`src/rtl/usr_pkg.sv`:
```
// Shared types, constants and the byte classifier for the unit string recognizer.
// No dependencies; usr_classify, usr_queue, usr_parse and the top level use this package.
package usr_pkg;

	localparam int MAX_DEPTH   = 16;
	localparam int DEPTH_W     = $clog2(MAX_DEPTH + 1);
	localparam int QUEUE_DEPTH = 2;
	localparam int QUEUE_PTR_W = $clog2(QUEUE_DEPTH);

	localparam logic [7:0] CH_0      = 8'h30;
	localparam logic [7:0] CH_9      = 8'h39;
	localparam logic [7:0] CH_LO_A   = 8'h61;
	localparam logic [7:0] CH_LO_Z   = 8'h7a;
	localparam logic [7:0] CH_UP_A   = 8'h41;
	localparam logic [7:0] CH_UP_Z   = 8'h5a;
	localparam logic [7:0] CH_LO_E   = 8'h65;
	localparam logic [7:0] CH_UP_E   = 8'h45;
	localparam logic [7:0] CH_SPACE  = 8'h20;
	localparam logic [7:0] CH_TAB    = 8'h09;
	localparam logic [7:0] CH_STAR   = 8'h2a;
	localparam logic [7:0] CH_SLASH  = 8'h2f;
	localparam logic [7:0] CH_LPAR   = 8'h28;
	localparam logic [7:0] CH_RPAR   = 8'h29;
	localparam logic [7:0] CH_CARET  = 8'h5e;
	localparam logic [7:0] CH_PLUS   = 8'h2b;
	localparam logic [7:0] CH_MINUS  = 8'h2d;
	localparam logic [7:0] CH_DOT    = 8'h2e;
	localparam logic [7:0] CH_PCT    = 8'h25;
	localparam logic [7:0] CH_UNDER  = 8'h5f;

	typedef enum logic [3:0] {
		CC_DIGIT,
		CC_EXP,
		CC_ALPHA,
		CC_PCT,
		CC_UNDER,
		CC_BLANK,
		CC_STAR,
		CC_SLASH,
		CC_LPAR,
		CC_RPAR,
		CC_CARET,
		CC_SIGN,
		CC_DOT,
		CC_OTHER
	} char_class_t;

	typedef enum logic [3:0] {
		PH_EXPECT_ATOM,
		PH_SEP_SPACE,
		PH_NUM_INT,
		PH_NUM_DOT0,
		PH_NUM_FRAC,
		PH_NUM_E,
		PH_NUM_ESIGN,
		PH_NUM_EDIG,
		PH_IDENT,
		PH_ATOM_END,
		PH_ATOM_STAR,
		PH_EXP_OP,
		PH_EXP_SIGN,
		PH_EXP_DIG
	} phase_t;

	typedef struct packed {
		char_class_t cls;
		logic        no_char;
		logic        last;
	} entry_t;

	typedef struct packed {
		logic   push;
		entry_t data;
	} push_t;

	typedef struct packed {
		logic   valid;
		entry_t data;
	} head_t;

	// e and E sit inside the letter ranges; the first matching arm wins
	function automatic char_class_t classify(input logic [7:0] c);
		char_class_t r;
		case (c) inside
			[CH_0:CH_9]:             r = CC_DIGIT;
			CH_LO_E, CH_UP_E:        r = CC_EXP;
			[CH_LO_A:CH_LO_Z],
			[CH_UP_A:CH_UP_Z]:       r = CC_ALPHA;
			CH_PCT:                  r = CC_PCT;
			CH_UNDER:                r = CC_UNDER;
			CH_SPACE, CH_TAB:        r = CC_BLANK;
			CH_STAR:                 r = CC_STAR;
			CH_SLASH:                r = CC_SLASH;
			CH_LPAR:                 r = CC_LPAR;
			CH_RPAR:                 r = CC_RPAR;
			CH_CARET:                r = CC_CARET;
			CH_PLUS, CH_MINUS:       r = CC_SIGN;
			CH_DOT:                  r = CC_DOT;
			default:                 r = CC_OTHER;
		endcase
		return r;
	endfunction

endpackage

```
`src/rtl/usr_in_if.sv`:
```
// Request channel carrying one byte of a unit string.
// Depends on nothing.
interface usr_in_if;
	logic       valid;
	logic       ready;
	logic [7:0] ch;
	logic       no_char;
	logic       last;

	modport source (output valid, output ch, output no_char, output last, input ready);
	modport sink   (input valid, input ch, input no_char, input last, output ready);
endinterface

```
`src/rtl/usr_out_if.sv`:
```
// Result channel: verdict for one complete unit string.
// Depends on nothing.
interface usr_out_if;
	logic valid;
	logic ready;
	logic well_formed;
	logic depth_overflow;

	modport source (output valid, output well_formed, output depth_overflow, input ready);
	modport sink   (input valid, input well_formed, input depth_overflow, output ready);
endinterface

```
`src/rtl/usr_classify.sv`:
```
// Front end: takes byte requests and pushes their character class into the queue.
// Depends on usr_pkg and usr_in_if.
module usr_classify (
	usr_in_if.sink        item,
	input  logic          full,
	output usr_pkg::push_t push
);

	assign item.ready = !full;

	always_comb begin
		push.push         = item.valid && !full;
		push.data.cls     = usr_pkg::classify(item.ch);
		push.data.no_char = item.no_char;
		push.data.last    = item.last;
	end

endmodule

```
`src/rtl/usr_queue.sv`:
```
// Short queue between the classifier and the parser.
// Depends on usr_pkg.
module usr_queue (
	input  logic            clk,
	input  logic            arst_n,
	input  usr_pkg::push_t  push,
	input  logic            pop,
	output logic            full,
	output usr_pkg::head_t  head
);

	usr_pkg::entry_t                   mem_q [usr_pkg::QUEUE_DEPTH];
	logic [usr_pkg::QUEUE_PTR_W-1:0]   wr_ptr_q;
	logic [usr_pkg::QUEUE_PTR_W-1:0]   rd_ptr_q;
	logic [usr_pkg::QUEUE_PTR_W:0]     count_q;
	logic                              do_pop;

	assign full       = count_q == (usr_pkg::QUEUE_PTR_W + 1)'(usr_pkg::QUEUE_DEPTH);
	assign head.valid = count_q != '0;
	assign head.data  = mem_q[rd_ptr_q];
	assign do_pop     = pop && head.valid;

	always_ff @(posedge clk) begin
		if (push.push) begin
			mem_q[wr_ptr_q] <= push.data;
		end
	end

	always_ff @(posedge clk or negedge arst_n) begin
		if (!arst_n) begin
			wr_ptr_q <= '0;
			rd_ptr_q <= '0;
			count_q  <= '0;
		end else begin
			if (push.push) begin
				wr_ptr_q <= wr_ptr_q + 1'b1;
			end
			if (do_pop) begin
				rd_ptr_q <= rd_ptr_q + 1'b1;
			end
			if (push.push && !do_pop) begin
				count_q <= count_q + 1'b1;
			end else if (!push.push && do_pop) begin
				count_q <= count_q - 1'b1;
			end
		end
	end

endmodule

```
`src/rtl/usr_parse.sv`:
```
// Back end: grammar state machine with bracket depth counter and result register.
// Depends on usr_pkg and usr_out_if.
module usr_parse (
	input  logic           clk,
	input  logic           arst_n,
	input  usr_pkg::head_t head,
	output logic           pop,
	usr_out_if.source      result
);

	typedef struct packed {
		usr_pkg::phase_t ph;
		logic            fail;
		logic            ovf;
		logic            inc;
		logic            dec;
	} act_t;

	usr_pkg::phase_t              phase_q, phase_d;
	logic [usr_pkg::DEPTH_W-1:0]  depth_q, depth_d;
	logic                         failed_q, failed_d;
	logic                         ovf_q, ovf_d;
	logic                         out_valid_q;
	logic                         wf_q;
	logic                         dov_q;

	usr_pkg::char_class_t         cls;
	logic                         take;
	logic                         is_digit, is_alpha, is_sign, is_blank;
	act_t                         a_close, a_power, a_start, a_atom, a_expect, act;
	logic                         accepts;
	logic                         emit;

	assign cls      = head.data.cls;
	assign is_digit = cls == usr_pkg::CC_DIGIT;
	assign is_alpha = (cls == usr_pkg::CC_ALPHA) || (cls == usr_pkg::CC_EXP);
	assign is_sign  = cls == usr_pkg::CC_SIGN;
	assign is_blank = cls == usr_pkg::CC_BLANK;

	// Output side: a string end waits for a free result slot.
	always_comb begin
		pop  = head.valid && (!head.data.last || !out_valid_q || result.ready);
		emit = pop && head.data.last;
		take = pop && !head.data.no_char && !failed_q;
	end

	// Shared sub-actions of the grammar.
	always_comb begin
		a_close = '{ph: usr_pkg::PH_ATOM_END, fail: depth_q == '0, ovf: 1'b0,
			inc: 1'b0, dec: depth_q != '0};

		a_power = '{ph: phase_q, fail: 1'b0, ovf: 1'b0, inc: 1'b0, dec: 1'b0};
		case (cls)
			usr_pkg::CC_BLANK:                    a_power.ph = usr_pkg::PH_SEP_SPACE;
			usr_pkg::CC_STAR, usr_pkg::CC_SLASH:  a_power.ph = usr_pkg::PH_EXPECT_ATOM;
			usr_pkg::CC_RPAR:                     a_power = a_close;
			default:                              a_power.fail = 1'b1;
		endcase

		a_start = '{ph: phase_q, fail: 1'b0, ovf: 1'b0, inc: 1'b0, dec: 1'b0};
		if (cls == usr_pkg::CC_LPAR) begin
			if (depth_q >= usr_pkg::DEPTH_W'(usr_pkg::MAX_DEPTH)) begin
				a_start.fail = 1'b1;
				a_start.ovf  = 1'b1;
			end else begin
				a_start.inc = 1'b1;
				a_start.ph  = usr_pkg::PH_EXPECT_ATOM;
			end
		end else if (is_digit) begin
			a_start.ph = usr_pkg::PH_NUM_INT;
		end else if (cls == usr_pkg::CC_DOT) begin
			a_start.ph = usr_pkg::PH_NUM_DOT0;
		end else if (is_alpha || cls == usr_pkg::CC_PCT) begin
			a_start.ph = usr_pkg::PH_IDENT;
		end else begin
			a_start.fail = 1'b1;
		end

		a_atom = '{ph: phase_q, fail: 1'b0, ovf: 1'b0, inc: 1'b0, dec: 1'b0};
		case (cls)
			usr_pkg::CC_CARET: a_atom.ph = usr_pkg::PH_EXP_OP;
			usr_pkg::CC_STAR:  a_atom.ph = usr_pkg::PH_ATOM_STAR;
			usr_pkg::CC_SIGN:  a_atom.ph = usr_pkg::PH_EXP_SIGN;
			usr_pkg::CC_DIGIT: a_atom.ph = usr_pkg::PH_EXP_DIG;
			default:           a_atom = a_power;
		endcase

		if (is_blank) begin
			a_expect = '{ph: usr_pkg::PH_EXPECT_ATOM, fail: 1'b0, ovf: 1'b0,
				inc: 1'b0, dec: 1'b0};
		end else begin
			a_expect = a_start;
		end
	end

	// Next state.
	always_comb begin
		act = '{ph: phase_q, fail: 1'b0, ovf: 1'b0, inc: 1'b0, dec: 1'b0};
		unique case (phase_q)
			usr_pkg::PH_EXPECT_ATOM: act = a_expect;
			usr_pkg::PH_SEP_SPACE: begin
				if (is_blank) begin
					act.ph = phase_q;
				end else if (cls == usr_pkg::CC_STAR || cls == usr_pkg::CC_SLASH) begin
					act.ph = usr_pkg::PH_EXPECT_ATOM;
				end else if (cls == usr_pkg::CC_RPAR) begin
					act = a_close;
				end else begin
					act = a_start;
				end
			end
			usr_pkg::PH_NUM_INT: begin
				if (is_digit) begin
					act.ph = phase_q;
				end else if (cls == usr_pkg::CC_DOT) begin
					act.ph = usr_pkg::PH_NUM_FRAC;
				end else if (cls == usr_pkg::CC_EXP) begin
					act.ph = usr_pkg::PH_NUM_E;
				end else begin
					act = a_atom;
				end
			end
			usr_pkg::PH_NUM_DOT0: begin
				if (is_digit) act.ph = usr_pkg::PH_NUM_FRAC;
				else          act.fail = 1'b1;
			end
			usr_pkg::PH_NUM_FRAC: begin
				if (is_digit) begin
					act.ph = phase_q;
				end else if (cls == usr_pkg::CC_EXP) begin
					act.ph = usr_pkg::PH_NUM_E;
				end else begin
					act = a_atom;
				end
			end
			usr_pkg::PH_NUM_E: begin
				if (is_sign)       act.ph = usr_pkg::PH_NUM_ESIGN;
				else if (is_digit) act.ph = usr_pkg::PH_NUM_EDIG;
				else               act.fail = 1'b1;
			end
			usr_pkg::PH_NUM_ESIGN: begin
				if (is_digit) act.ph = usr_pkg::PH_NUM_EDIG;
				else          act.fail = 1'b1;
			end
			usr_pkg::PH_NUM_EDIG: begin
				if (!is_digit) act = a_atom;
			end
			usr_pkg::PH_IDENT: begin
				if (!(is_alpha || cls == usr_pkg::CC_UNDER || cls == usr_pkg::CC_PCT)) begin
					act = a_atom;
				end
			end
			usr_pkg::PH_ATOM_END: act = a_atom;
			usr_pkg::PH_ATOM_STAR: begin
				if (cls == usr_pkg::CC_STAR) act.ph = usr_pkg::PH_EXP_OP;
				else                         act = a_expect;
			end
			usr_pkg::PH_EXP_OP: begin
				if (is_sign)       act.ph = usr_pkg::PH_EXP_SIGN;
				else if (is_digit) act.ph = usr_pkg::PH_EXP_DIG;
				else               act.fail = 1'b1;
			end
			usr_pkg::PH_EXP_SIGN: begin
				if (is_digit) act.ph = usr_pkg::PH_EXP_DIG;
				else          act.fail = 1'b1;
			end
			usr_pkg::PH_EXP_DIG: begin
				if (!is_digit) act = a_power;
			end
			default: act.fail = 1'b1;
		endcase

		phase_d  = phase_q;
		depth_d  = depth_q;
		failed_d = failed_q;
		ovf_d    = ovf_q;
		if (take) begin
			phase_d  = act.ph;
			failed_d = act.fail;
			ovf_d    = ovf_q | act.ovf;
			if (act.inc) begin
				depth_d = depth_q + 1'b1;
			end else if (act.dec) begin
				depth_d = depth_q - 1'b1;
			end
		end
	end

	// Verdict outputs from the post-byte state.
	always_comb begin
		case (phase_d)
			usr_pkg::PH_NUM_INT, usr_pkg::PH_NUM_FRAC, usr_pkg::PH_NUM_EDIG,
			usr_pkg::PH_IDENT, usr_pkg::PH_ATOM_END, usr_pkg::PH_EXP_DIG,
			usr_pkg::PH_SEP_SPACE: accepts = 1'b1;
			default:               accepts = 1'b0;
		endcase
	end

	always_ff @(posedge clk or negedge arst_n) begin
		if (!arst_n) begin
			phase_q  <= usr_pkg::PH_EXPECT_ATOM;
			depth_q  <= '0;
			failed_q <= 1'b0;
			ovf_q    <= 1'b0;
		end else if (emit) begin
			phase_q  <= usr_pkg::PH_EXPECT_ATOM;
			depth_q  <= '0;
			failed_q <= 1'b0;
			ovf_q    <= 1'b0;
		end else begin
			phase_q  <= phase_d;
			depth_q  <= depth_d;
			failed_q <= failed_d;
			ovf_q    <= ovf_d;
		end
	end

	always_ff @(posedge clk or negedge arst_n) begin
		if (!arst_n) begin
			out_valid_q <= 1'b0;
		end else if (emit) begin
			out_valid_q <= 1'b1;
		end else if (result.ready) begin
			out_valid_q <= 1'b0;
		end
	end

	always_ff @(posedge clk) begin
		if (emit) begin
			wf_q  <= !failed_d && accepts && (depth_d == '0);
			dov_q <= ovf_d;
		end
	end

	assign result.valid          = out_valid_q;
	assign result.well_formed    = wf_q;
	assign result.depth_overflow = dov_q;

endmodule

```
`src/rtl/units_string_recognizer.sv`:
```
// Top level of the unit string recognizer: classifier, queue and parser.
// Depends on usr_pkg, usr_in_if, usr_out_if, usr_classify, usr_queue, usr_parse.
//
// Checks unit strings (products of powers, brackets nested up to MAX_DEPTH)
// fed one byte per request; the request flagged last yields one result with
// well_formed and depth_overflow, and the parser then starts over for the next
// string. Throughput is one byte per clock while nothing stalls, set by the
// phase and depth update in the parser. A byte is written into the two-entry
// queue and the verdict is registered, so the result is valid once the last
// byte has passed through the queue entry and the result register. A result
// that is not taken holds back only the next string's last byte; the bytes
// before it keep flowing, and input stalls once the queue fills.
module units_string_recognizer (
	input  logic       clk,
	input  logic       arst_n,
	usr_in_if.sink     item,
	usr_out_if.source  result
);

	usr_pkg::push_t push;
	usr_pkg::head_t head;
	logic           full;
	logic           pop;

	usr_classify u_classify (
		.item (item),
		.full (full),
		.push (push)
	);

	usr_queue u_queue (
		.clk    (clk),
		.arst_n (arst_n),
		.push   (push),
		.pop    (pop),
		.full   (full),
		.head   (head)
	);

	usr_parse u_parse (
		.clk    (clk),
		.arst_n (arst_n),
		.head   (head),
		.pop    (pop),
		.result (result)
	);

endmodule
```
`src/flat_wrapper.sv`:
```
// flat-port wrapper written by rule: the top's interface ports become plain ports
module units_string_recognizer_flat 
  (clk, arst_n, item_valid, item_ch, item_no_char, item_last, item_ready, result_valid, result_well_formed, result_depth_overflow, result_ready);
  usr_in_if item_i ();
  usr_out_if result_i ();
  input  logic clk;
  input  logic arst_n;
  input wire logic [$bits(item_i.valid)-1:0] item_valid;
  input wire logic [$bits(item_i.ch)-1:0] item_ch;
  input wire logic [$bits(item_i.no_char)-1:0] item_no_char;
  input wire logic [$bits(item_i.last)-1:0] item_last;
  output wire logic [$bits(item_i.ready)-1:0] item_ready;
  output wire logic [$bits(result_i.valid)-1:0] result_valid;
  output wire logic [$bits(result_i.well_formed)-1:0] result_well_formed;
  output wire logic [$bits(result_i.depth_overflow)-1:0] result_depth_overflow;
  input wire logic [$bits(result_i.ready)-1:0] result_ready;
  assign item_i.valid = item_valid;
  assign item_i.ch = item_ch;
  assign item_i.no_char = item_no_char;
  assign item_i.last = item_last;
  assign item_ready = item_i.ready;
  assign result_valid = result_i.valid;
  assign result_well_formed = result_i.well_formed;
  assign result_depth_overflow = result_i.depth_overflow;
  assign result_i.ready = result_ready;
  units_string_recognizer u_core (.clk(clk), .arst_n(arst_n), .item(item_i), .result(result_i));
endmodule
```
`config.mk`:
```
export PLATFORM = sky130hd
export DESIGN_NAME = units_string_recognizer_flat
export DESIGN_NICKNAME = d
export VERILOG_FILES = /design/src/rtl/usr_pkg.sv /design/src/rtl/usr_in_if.sv /design/src/rtl/usr_out_if.sv /design/src/rtl/usr_classify.sv /design/src/rtl/usr_queue.sv /design/src/rtl/usr_parse.sv /design/src/rtl/units_string_recognizer.sv /design/src/flat_wrapper.sv
export SDC_FILE = /design/constraint.sdc
export NUM_CORES = 1
export LEC_CHECK = 0
export BUFFER_PORTS_ARGS = -buffer_cell sky130_fd_sc_hd__buf_2
export CORE_ASPECT_RATIO = 1.25
export CORE_MARGIN = 5
export CORE_UTILIZATION = 45
export CTS_CLUSTER_DIAMETER = 200
export DETAILED_ROUTE_END_ITERATION = 12
export PLACE_DENSITY = 0.73
export RECOVER_POWER = 100
export SYNTH_ARGS = -nofsm -noshare
export SYNTH_HDL_FRONTEND = slang
export SYNTH_HIERARCHICAL = 1
export SYNTH_SLANG_ARGS = --single-unit
```
`constraint.sdc`:
```
create_clock -name clk -period 6.9 [get_ports clk]
set_input_delay 1.38 -clock clk [delete_from_list [all_inputs] [get_ports clk]]
set_output_delay 1.38 -clock clk [all_outputs]
set_load 0.01 [all_outputs]
```
==> key figures, run 1 <==
STA
  • Relative slew slack: 35.8%
  • Final count of hold timing violations: 0
  • Fmax: 0.258 GHz
  • Worst Tran Pin Value: 956 ps
  • Unrepaired setup endpoints after global routing: false
  • Tmin final: 3870 ps
  • Max Slew Vio Count: 0
  • Final setup violation count: 0
  • Final period util: 56.1%
  • Setup_tns: 0 ps
  • Worst Skew: 6.81 ps

Global routing
  • Largest net degree at the start of global routing: 29
  • Vias in the first global route: 2575
  • Initial antenna violation count: 0
  • GRT overflow: 0
  • Global-route wire length before repair: 12400 um
  • Tot GR Track Use: 18.9%

Clock network
  • Worst-path clk slew: 70 ps
  • Clock Sinks: 30
  • CTS Root Cell: clkbuf_8
  • Num CTS Buffers: 5
  • H-tree levels: 2
  • Skew-Pair Late Insertion Delay: 280 ps
  • Cts repair resizes: 0
  • Post-CTS setup repair buffer count: 0
  • TritonCTS clock tree: yes
  • Hold buffers post-CTS: 0
  • CTS Buffer Depth: 2

Synth
  • Share of flip-flops with an asynchronous set or reset: 53.3%
  • Synth top area share: 14.2%
  • Post-Syn Instances: 364
  • Cell taking the most area after synthesis: edfxtp_1
  • Area contributors post-synth: edfxtp_1 14%, dfrtp_1 14%, nor2_1 4.4%, o21ai_0 4.1%, a21oi_1 3.7%
  • Number of flops mapped to enable cells by yosys: 14
  • Mapped Nets: 381
  • Post-synthesis simple-gate area fraction: 30.1%
  • Post-synthesis adder-cell area fraction: 1.27%
  • Compound-cell area share of the yosys netlist: 26.4%
  • Mean Syn Cell Area: 8.14 um^2
  • Ys flop type: dfrtp_1
  • Yosys reg bits: 30
  • Synth Area in XOR/XNOR: 4.14%
  • Cell Area, Synth: 0.00296 mm^2
  • Share of the yosys chip area belonging to registers: 27.7%
  • Multiplexer share of the synthesized area: 2.62%
  • Largest family of logic cells by synthesized area: simple AND/OR/NAND/NOR gates
  • Yosys warns: 6
  • Unique masters post-synth: 86

Layout
  • Non-filler cells, final: 443
  • Final Cell Area: 0.00303 mm^2
  • Layout filler cell count: 633
  • P&R area growth vs syn: 2.37%
  • Ant. Diodes: 0
  • Fin util: 46.8%
  • Final net count: 372
  • Fraction of layout cells with a size suffix above 1: 9.83%

Worst hold path
  • Hold crit path type: flip-flop to flip-flop

Pwr
  • NetSw: 0.000606 W
  • Combinational share of power: 59.5%
  • Clock Power Share: 13.6%
  • Power Total: 0.00125 W
  • Sw Share: 48.4%
  • Int Pwr: 0.000647 W
  • Reg power frac: 26.9%
  • PwrDens: 414 mW/mm^2
  • Max IR drop VDD: 0.263 mV
  • Pleak: 1.10 nW

Floorplan
  • Core Box Area: 0.00648 mm^2
  • Die area: 0.00831 mm^2
  • Die width: 82.6 um
  • Initial Util: 45.7%
  • Die Height: 101 um
  • FP Rows: 33
  • # IOs: 18

Flow run
  • Max-Cap Viols: 0

Setup path
  • Critical Path End Type: flip-flop
  • Critical path class: flip-flop to flip-flop
  • WP data arrival: 3900 ps
  • CP startpoint kind: flip-flop
  • Worst path required time: 6930 ps
  • Crit path max fanout: 26

Routing
  • WL final: 7410 um
  • Routed wire length per instance: 16.7 um
  • Routed Antenna Nets: 0
  • Via count: 2811
  • Drt initial violations: 219
  • Initial DRT Pass Iterations: 5
  • Residual DRC: 0
  • Via-per-instance ratio: 6.35

Placement
  • RePlAce Congestion: 0.926
  • Port bufs: 17
  • Placed cells: 435
  • Area after DPL: 0.00297 mm^2
  • Final HPWL DP: 5220 um

Outcome
  • Status: complete, no violations
==> final cells by class <==
cell class	count	area, um^2	share of cell area, %
clock buffers	6	72.6	2.39
clock inverters	2	37.5	1.24
inverters	12	45.0	1.49
multi-input cells	289	1870	61.7
flip-flops and latches	30	821	27.1
well taps	87	109	3.59
repair buffers	17	77.6	2.56
==> kinds of logic after synthesis <==
kind of cell / Yosys count
AOI/OAI and AO/OA: 112
xor gates and xnor gates: 14
muxes: 7
and+or+nand+nor: 153
DFF: 30
adders and majority gates: 3
buffers and inverters: 45
==> cells in the mapped netlist, drive strengths merged (3+ instances only) <==
cell     n
a31oi    6
mux2     6
nor3    11
buf     23
inv     11
nand2b   6
a21oi   23
nand3    7
dfrtp   16
o211ai   6
o21a     4
a21o     3
edfxtp  14
nand2   27
nand3b   4
nor2b    9
o31ai    3
nor3b    6
o32ai    3
clkbuf  10
a22o     3
a311oi   4
o221ai   3
nor2    36
or3      7
o21ai   28
and2    10
xnor2    5
ha       3
or2      6
nand4    6
xor2     9
==> worst max-delay path, cell delays in order (launching register included) <==
cell and delay, ps:
dfrtp_1 510, mux2_1 680, or4_1 800, nand2_1 170
nor3b_1 80, nor3b_1 410, a41oi_1 280, or2_0 270
a211o_1 280, nand3_1 80, nor4_1 50
==> through the flow <==
step | hold WS, ps | setup WS, ps
finish | 495 | 3030
global route | 531 | 2740
CTS | 496 | 3500
detailed placement | 486 | 3300
global placement | 471 | 3330
floorplan | 455 | 3570
==> power groups by stage <==
stage	Clock, W	Combinational [W]	Sequential [W]
final	0.000170	0.000746	0.000337
after global routing	0.000186	0.000821	0.000346
after CTS	0.000176	0.000760	0.000335
after detailed placement	0	0.000756	0.000338
after global placement	0	0.000751	0.000336
after floorplan	0	0.000684	0.000276
==> placed cells by master, fill, tap and decap left out, types with 11 or more instances in the layout <==
cell,count
nor2_1,35
nand2_1,26
o21ai_0,25
a21oi_1,22
dfrtp_1,16
edfxtp_1,14
buf_2,11
nor3_1,11
inv_1,11
==> path summary, 6_finish.rpt <==
| kind | start | cells past startpoint | slack, ps | end |
|---|---|---|---|---|
| max | u_core/u_queue/rd_ptr_q$_DFFE_PN0P_ | 10 | 3030 | u_core/u_parse/result.well_formed$_DFFE_PP_ |
| min in group asynchronous | arst_n | 1 | 1190 | u_core/u_parse/depth_q[0]$_DFF_PN0_ |
| min reg2reg | u_core/u_queue/wr_ptr_q$_DFFE_PN0P_ | 1 | 490 | u_core/u_queue/wr_ptr_q$_DFFE_PN0P_ |
| max in group asynchronous | arst_n | 1 | 5180 | u_core/u_queue/rd_ptr_q$_DFFE_PN0P_ |
| min | u_core/u_queue/wr_ptr_q$_DFFE_PN0P_ | 1 | 490 | u_core/u_queue/wr_ptr_q$_DFFE_PN0P_ |
| max reg2reg | u_core/u_queue/rd_ptr_q$_DFFE_PN0P_ | 10 | 3030 | u_core/u_parse/result.well_formed$_DFFE_PP_ |
==> flip-flops by register name, summed over array words and instances, names as in the netlist <==
| register | count |
|---|---|
| u_core/u_parse/result.depth_overflow | 1 |
| u_core/u_parse/failed_q | 1 |
| u_core/u_parse/phase_q | 4 |
| u_core/u_queue/count_q | 2 |
| u_core/u_queue/mem_q | 12 |
| u_core/u_queue/rd_ptr_q | 1 |
| u_core/u_parse/depth_q | 5 |
| u_core/u_parse/result.well_formed | 1 |
| u_core/u_queue/wr_ptr_q | 1 |
| u_core/u_parse/ovf_q | 1 |
| u_core/u_parse/result.valid | 1 |
==> layer usage <==
layer | up-vias | GRT usage, % | part of all wire, %
met3 | 38 | 3.67 | 7.0
li1 | 1330 | - | -
met4 | 0 | 9.31 | 4.2
met5 | - | 0 | 0
met1 | 1298 | 25.0 | 42
met2 | 145 | 29.2 | 47
No activity file was read; power rests on OpenSTA's default activity.
==> run 2, diff against run 1 <==
==> constraint.sdc (replaced) <==
create_clock -name clk -period 3.7 [get_ports clk]
set_input_delay 0.74 -clock clk [delete_from_list [all_inputs] [get_ports clk]]
set_output_delay 0.74 -clock clk [all_outputs]
set_load 0.01 [all_outputs]
==> run 2 against run 1 <==
Largest cell class unchanged. Clock skew shrank 0.50 ps. Cell area grew 2.4%. Clock power grew 69%. Global-route usage is essentially flat.
==> key figures, run 2 (synthesis gave the netlist of run 1 again) <==
Layout
  • Max reg flops: 12
  • Ant. Diodes: 0
  • P&R area growth vs syn: 4.77%
  • Final net count: 380
  • Commonest non-fill, non-tap cell in the layout: nor2_1
  • Fraction of layout cells with a size suffix above 1: 13.5%
  • Most frequent cells in the layout: 36 x nor2_1, 26 x nand2_1, 25 x o21ai_0
  • Biggest registers after layout: u_core/u_queue/mem_q: 12 flops, u_core/u_parse/depth_q: 5 flops, u_core/u_parse/phase_q: 4 flops
  • Fin util: 47.9%
  • Biggest register: u_core/u_queue/mem_q

Floorplan
  • Die width: 82.6 um
  • Core Box Area: 0.00648 mm^2
  • Initial Util: 45.7%
  • FP Rows: 33
  • Die area: 0.00831 mm^2
  • # IOs: 18
  • Die Height: 101 um

STA
  • Final period util: 92.8%
  • Setup_tns: 0 ps
  • Final count of hold timing violations: 0
  • Worst Tran Pin Value: 842 ps
  • Unrepaired setup endpoints after global routing: false
  • Fmax: 0.291 GHz
  • Max Slew Vio Count: 0
  • Worst Skew: 6.31 ps
  • Tmin final: 3430 ps
  • Relative slew slack: 43.9%
  • Final setup violation count: 0

Clock network
  • CTS Root Cell: clkbuf_8
  • Hold buffers post-CTS: 0
  • TritonCTS clock tree: yes
  • Post-CTS setup repair buffer count: 0
  • Skew-Pair Late Insertion Delay: 280 ps
  • CTS Buffer Depth: 2
  • Cts repair resizes: 0
  • Worst-path clk slew: 70 ps
  • H-tree levels: 2
  • Clock Sinks: 30
  • Num CTS Buffers: 5

Setup path
  • WP data arrival: 3520 ps
  • Critical Path End Type: flip-flop
  • Worst path slowest cell: mux2_2
  • Critical path class: flip-flop to flip-flop
  • Critical-path cell list: mux2_2, nor2b_1, nand2_1, a311oi_1, o21ai_0, nor2_1, o21ai_1, xnor2_1, nand3_1, nor4_1
  • CP startpoint kind: flip-flop
  • Worst path required time: 3790 ps
  • Crit path max fanout: 27
  • Largest stage delay on the critical path: 570 ps

Placement
  • RePlAce Congestion: 0.959
  • Port bufs: 17
  • Final HPWL DP: 5440 um

Global routing
  • Largest net degree at the start of global routing: 28
  • Vias in the first global route: 2622
  • GRT overflow: 0
  • Global-route wire length before repair: 12400 um
  • Initial antenna violation count: 0
  • Tot GR Track Use: 18.9%

Pwr
  • Sw Share: 48.3%
  • Pleak: 1.16 nW
  • Clock Power Share: 12.0%
  • Reg power frac: 25.4%
  • Combinational share of power: 62.5%
  • Max IR drop VDD: 0.536 mV
  • NetSw: 0.00116 W
  • Power Total: 0.00239 W
  • PwrDens: 771 mW/mm^2
  • Int Pwr: 0.00124 W

Routing
  • Drt initial violations: 399
  • Routed wire length per instance: 16.4 um
  • Via count: 2808
  • Initial DRT Pass Iterations: 5
  • WL final: 7400 um
  • Residual DRC: 0
  • Routed Antenna Nets: 0
  • Via-per-instance ratio: 6.23

Outcome
  • Status: complete, no violations

Flow run
  • Max-Cap Viols: 0

Worst hold path
  • Hold crit path type: flip-flop to flip-flop
## run 2: cell types whose count changed in the layout (fill, tap and decap cells not counted), moves of 2 or more
cell      delta
buf_4        +8
and2_0       -2
and2_1       +2
clkinv_2     +2
## run 2: routing by layer
metal	part of all wire, %	track usage (%)
met1	41	24.3
met2	49	30.3
met3	6.4	3.22
met4	3.8	9.06
met5	0	0
## run 2: worst paths after layout
path,start,to,slack [ps],cells after the start
setup / recovery,u_core/u_queue/rd_ptr_q$_DFFE_PN0P_,u_core/u_parse/result.well_formed$_DFFE_PP_,270,10
hold / removal,u_core/u_queue/wr_ptr_q$_DFFE_PN0P_,u_core/u_queue/wr_ptr_q$_DFFE_PN0P_,490,1
setup reg to reg,u_core/u_queue/rd_ptr_q$_DFFE_PN0P_,u_core/u_parse/result.well_formed$_DFFE_PP_,270,10
hold reg to reg,u_core/u_queue/wr_ptr_q$_DFFE_PN0P_,u_core/u_queue/wr_ptr_q$_DFFE_PN0P_,490,1
max in group asynchronous,arst_n,u_core/u_queue/rd_ptr_q$_DFFE_PN0P_,2630,1
min in group asynchronous,arst_n,u_core/u_parse/ovf_q$_DFF_PN0_,540,1
## run 2: layout make-up
cell class,count,area [um^2]
multi-input combinational,289,1890
fill,660,3380
inverter,12,45.0
tap,87,109
sequential,30,821
clock buffer,6,93.8
timing repair buffer,25,138
clock inverter,2,10.0
## run 2: worst max-delay path, delay by kind of cell, from the launching register on
family	cells	cell delay, ps
AO/OA/AOI/OAI	3	830
multiplexers	1	570
AND/OR/NAND/NOR	5	1140
flip-flops	1	510
XOR/XNOR	1	200
## run 2: through the flow
step           std cells  hold slack, ps  worst slack (ps)  area (um^2)
2_1_floorplan        364             444               650         2960
3_3_place_gp         443             470               431         3030
3_5_place_dp         443             483               345         3030
4_1_cts              451             370               330         3140
5_1_grt              451             518              51.6         3100
6_report             451             488               268         3100
## run 2: power groups by stage
| stage | Combinational (W) | Sequential, W | Clock (W) |
|---|---|---|---|
| 3_5_place_dp | 0.00149 | 0.000612 | 0 |
| 6_report | 0.00150 | 0.000609 | 0.000288 |
| 2_1_floorplan | 0.00127 | 0.000515 | 0 |
| 5_1_grt | 0.00165 | 0.000625 | 0.000313 |
| 3_3_place_gp | 0.00148 | 0.000608 | 0 |
| 4_1_cts | 0.00150 | 0.000605 | 0.000296 |
==> run 3, diff against run 2 <==
--- a/config.mk
+++ b/config.mk
@@ -7,13 +7,13 @@
 export LEC_CHECK = 0
 export BUFFER_PORTS_ARGS = -buffer_cell sky130_fd_sc_hd__buf_2
 export CORE_ASPECT_RATIO = 1.25
-export CORE_MARGIN = 5
 export CORE_UTILIZATION = 45
 export CTS_CLUSTER_DIAMETER = 200
 export DETAILED_ROUTE_END_ITERATION = 12
-export PLACE_DENSITY = 0.73
+export PLACE_DENSITY = 0.59
 export RECOVER_POWER = 100
 export SYNTH_ARGS = -nofsm -noshare
 export SYNTH_HDL_FRONTEND = slang
 export SYNTH_HIERARCHICAL = 1
 export SYNTH_SLANG_ARGS = --single-unit
+export TNS_END_PERCENT = 10
==> run 3 against run 2 <==
Flip-flop and latch count unchanged. Utilization rose by 2.0 points. Die area shrank 17%. Cell area increased by 0.28%. Via count up 0.57%. Power increased by 0.16%. Largest cell class unchanged.
==> key figures, run 3 (synthesis gave the netlist of run 1 again) <==
Global routing
  • Tot GR Track Use: 24.0%
  • GRT overflow: 0
  • Vias in the first global route: 2613
  • Largest net degree at the start of global routing: 28
  • Global-route wire length before repair: 12800 um
  • Initial antenna violation count: 0

Floorplan
  • Initial Util: 47.4%
  • Die width: 74.6 um
  • # IOs: 18
  • Die area: 0.00691 mm^2
  • Core Box Area: 0.00625 mm^2
  • FP Rows: 32
  • Die Height: 92.7 um

Clock network
  • Num CTS Buffers: 5
  • Post-CTS setup repair buffer count: 0
  • TritonCTS clock tree: yes
  • Clock Sinks: 30
  • Worst-path clk slew: 70 ps
  • Hold buffers post-CTS: 0
  • Cts repair resizes: 0
  • H-tree levels: 2
  • CTS Buffer Depth: 2
  • CTS Root Cell: clkbuf_8
  • Skew-Pair Late Insertion Delay: 280 ps

Routing
  • Via count: 2824
  • Drt initial violations: 247
  • WL final: 7770 um
  • Initial DRT Pass Iterations: 8
  • Routed Antenna Nets: 0
  • Via-per-instance ratio: 6.28
  • Routed wire length per instance: 17.3 um
  • Residual DRC: 0

STA
  • Setup_tns: 0 ps
  • Fmax: 0.294 GHz
  • Final setup violation count: 0
  • Final count of hold timing violations: 0
  • Tmin final: 3400 ps
  • Relative slew slack: 42.8%
  • Final period util: 91.9%
  • Max Slew Vio Count: 0
  • Worst Skew: 7.49 ps
  • Final WS setup: 302 ps
  • Unrepaired setup endpoints after global routing: false
  • Worst Tran Pin Value: 858 ps

Setup path
  • WP buf/inv: 0
  • Top cell by count, worst path: o21ai_0
  • CP startpoint kind: flip-flop
  • Largest stage delay on the critical path: 540 ps
  • Critical path class: flip-flop to flip-flop
  • Family with the most delay on the worst path: simple AND/OR/NAND/NOR gates
  • Critical Path End Type: flip-flop
  • Worst path slowest cell: mux2_1
  • Worst path required time: 3810 ps
  • WP data arrival: 3510 ps
  • Critical-path cell list: mux2_1, or2_0, o311a_1, o21ai_0, and4_4, nor2_4, o21a_1, o21ai_0, nand3_1, nor4_1
  • Crit path max fanout: 12

Pwr
  • Max IR drop VDD: 0.396 mV
  • PwrDens: 770 mW/mm^2
  • Power Total: 0.00240 W
  • Pleak: 1.15 nW

Layout
  • Biggest register: u_core/u_queue/mem_q
  • P&R area growth vs syn: 5.07%
  • Layout filler cell count: 645
  • Most frequent cells in the layout: 35 x nor2_1, 26 x nand2_1, 26 x o21ai_0
  • Final Cell Area: 0.00311 mm^2
  • Ant. Diodes: 0
  • Fraction of layout cells with a size suffix above 1: 13.7%
  • Max reg flops: 12
  • Final net count: 381
  • Commonest non-fill, non-tap cell in the layout: nor2_1
  • Biggest registers after layout: u_core/u_queue/mem_q: 12 flops, u_core/u_parse/depth_q: 5 flops, u_core/u_parse/phase_q: 4 flops

Flow run
  • Max-Cap Viols: 0

Outcome
  • Status: complete, no violations

Placement
  • Final HPWL DP: 5600 um
  • Area after DPL: 0.00305 mm^2
  • Port bufs: 17
  • Place WS: 374 ps
  • RePlAce Congestion: 0.911

Worst hold path
  • Hold crit path type: flip-flop to flip-flop
run 3: area by class of cell:
type / count / area, um^2 / area share, %
multi-input cells: 289 / 1900 / 61.0
flip-flops and latches: 30 / 821 / 26.4
repair buffers: 26 / 158 / 5.07
well taps: 85 / 106 / 3.42
clock buffers: 5 / 68.8 / 2.21
inverters: 12 / 45.0 / 1.45
clock inverters: 3 / 16.3 / 0.523
run 3: metal layers:
layer	vias to the layer above	part of all wire (%)	track usage, %
li1	1344	-	-
met1	1340	42	29.5
met2	106	49	39.4
met3	34	5.2	4.13
met4	0	4.1	12.6
met5	-	0	0
run 3: worst paths after layout:
path / startpoint / endpoint / slack [ps] / cells after the start
max: u_core/u_queue/rd_ptr_q$_DFFE_PN0P_ / u_core/u_parse/result.well_formed$_DFFE_PP_ / 300 / 10
min: u_core/u_queue/wr_ptr_q$_DFFE_PN0P_ / u_core/u_queue/wr_ptr_q$_DFFE_PN0P_ / 490 / 1
max reg2reg: u_core/u_queue/rd_ptr_q$_DFFE_PN0P_ / u_core/u_parse/result.well_formed$_DFFE_PP_ / 300 / 10
min reg2reg: u_core/u_queue/wr_ptr_q$_DFFE_PN0P_ / u_core/u_queue/wr_ptr_q$_DFFE_PN0P_ / 490 / 1
max in group asynchronous: arst_n / u_core/u_queue/rd_ptr_q$_DFFE_PN0P_ / 2630 / 1
min in group asynchronous: arst_n / u_core/u_parse/depth_q[2]$_DFF_PN0_ / 540 / 1
run 3: where the power goes:
part           switching [W]  leakage (nW)  internal [W]
Clock               0.000123        0.0416      0.000128
Combinational       0.000936         0.775      0.000620
Sequential          0.000127         0.336      0.000462
Total                0.00119          1.15       0.00121
run 3: metrics by stage:
step	hold WS, ps	cells	util [%]
3_3_place_gp	469	442	48.8
4_1_cts	364	450	50.2
6_report	485	450	49.8
3_5_place_dp	473	442	48.8
5_1_grt	496	450	49.8
2_1_floorplan	444	364	-
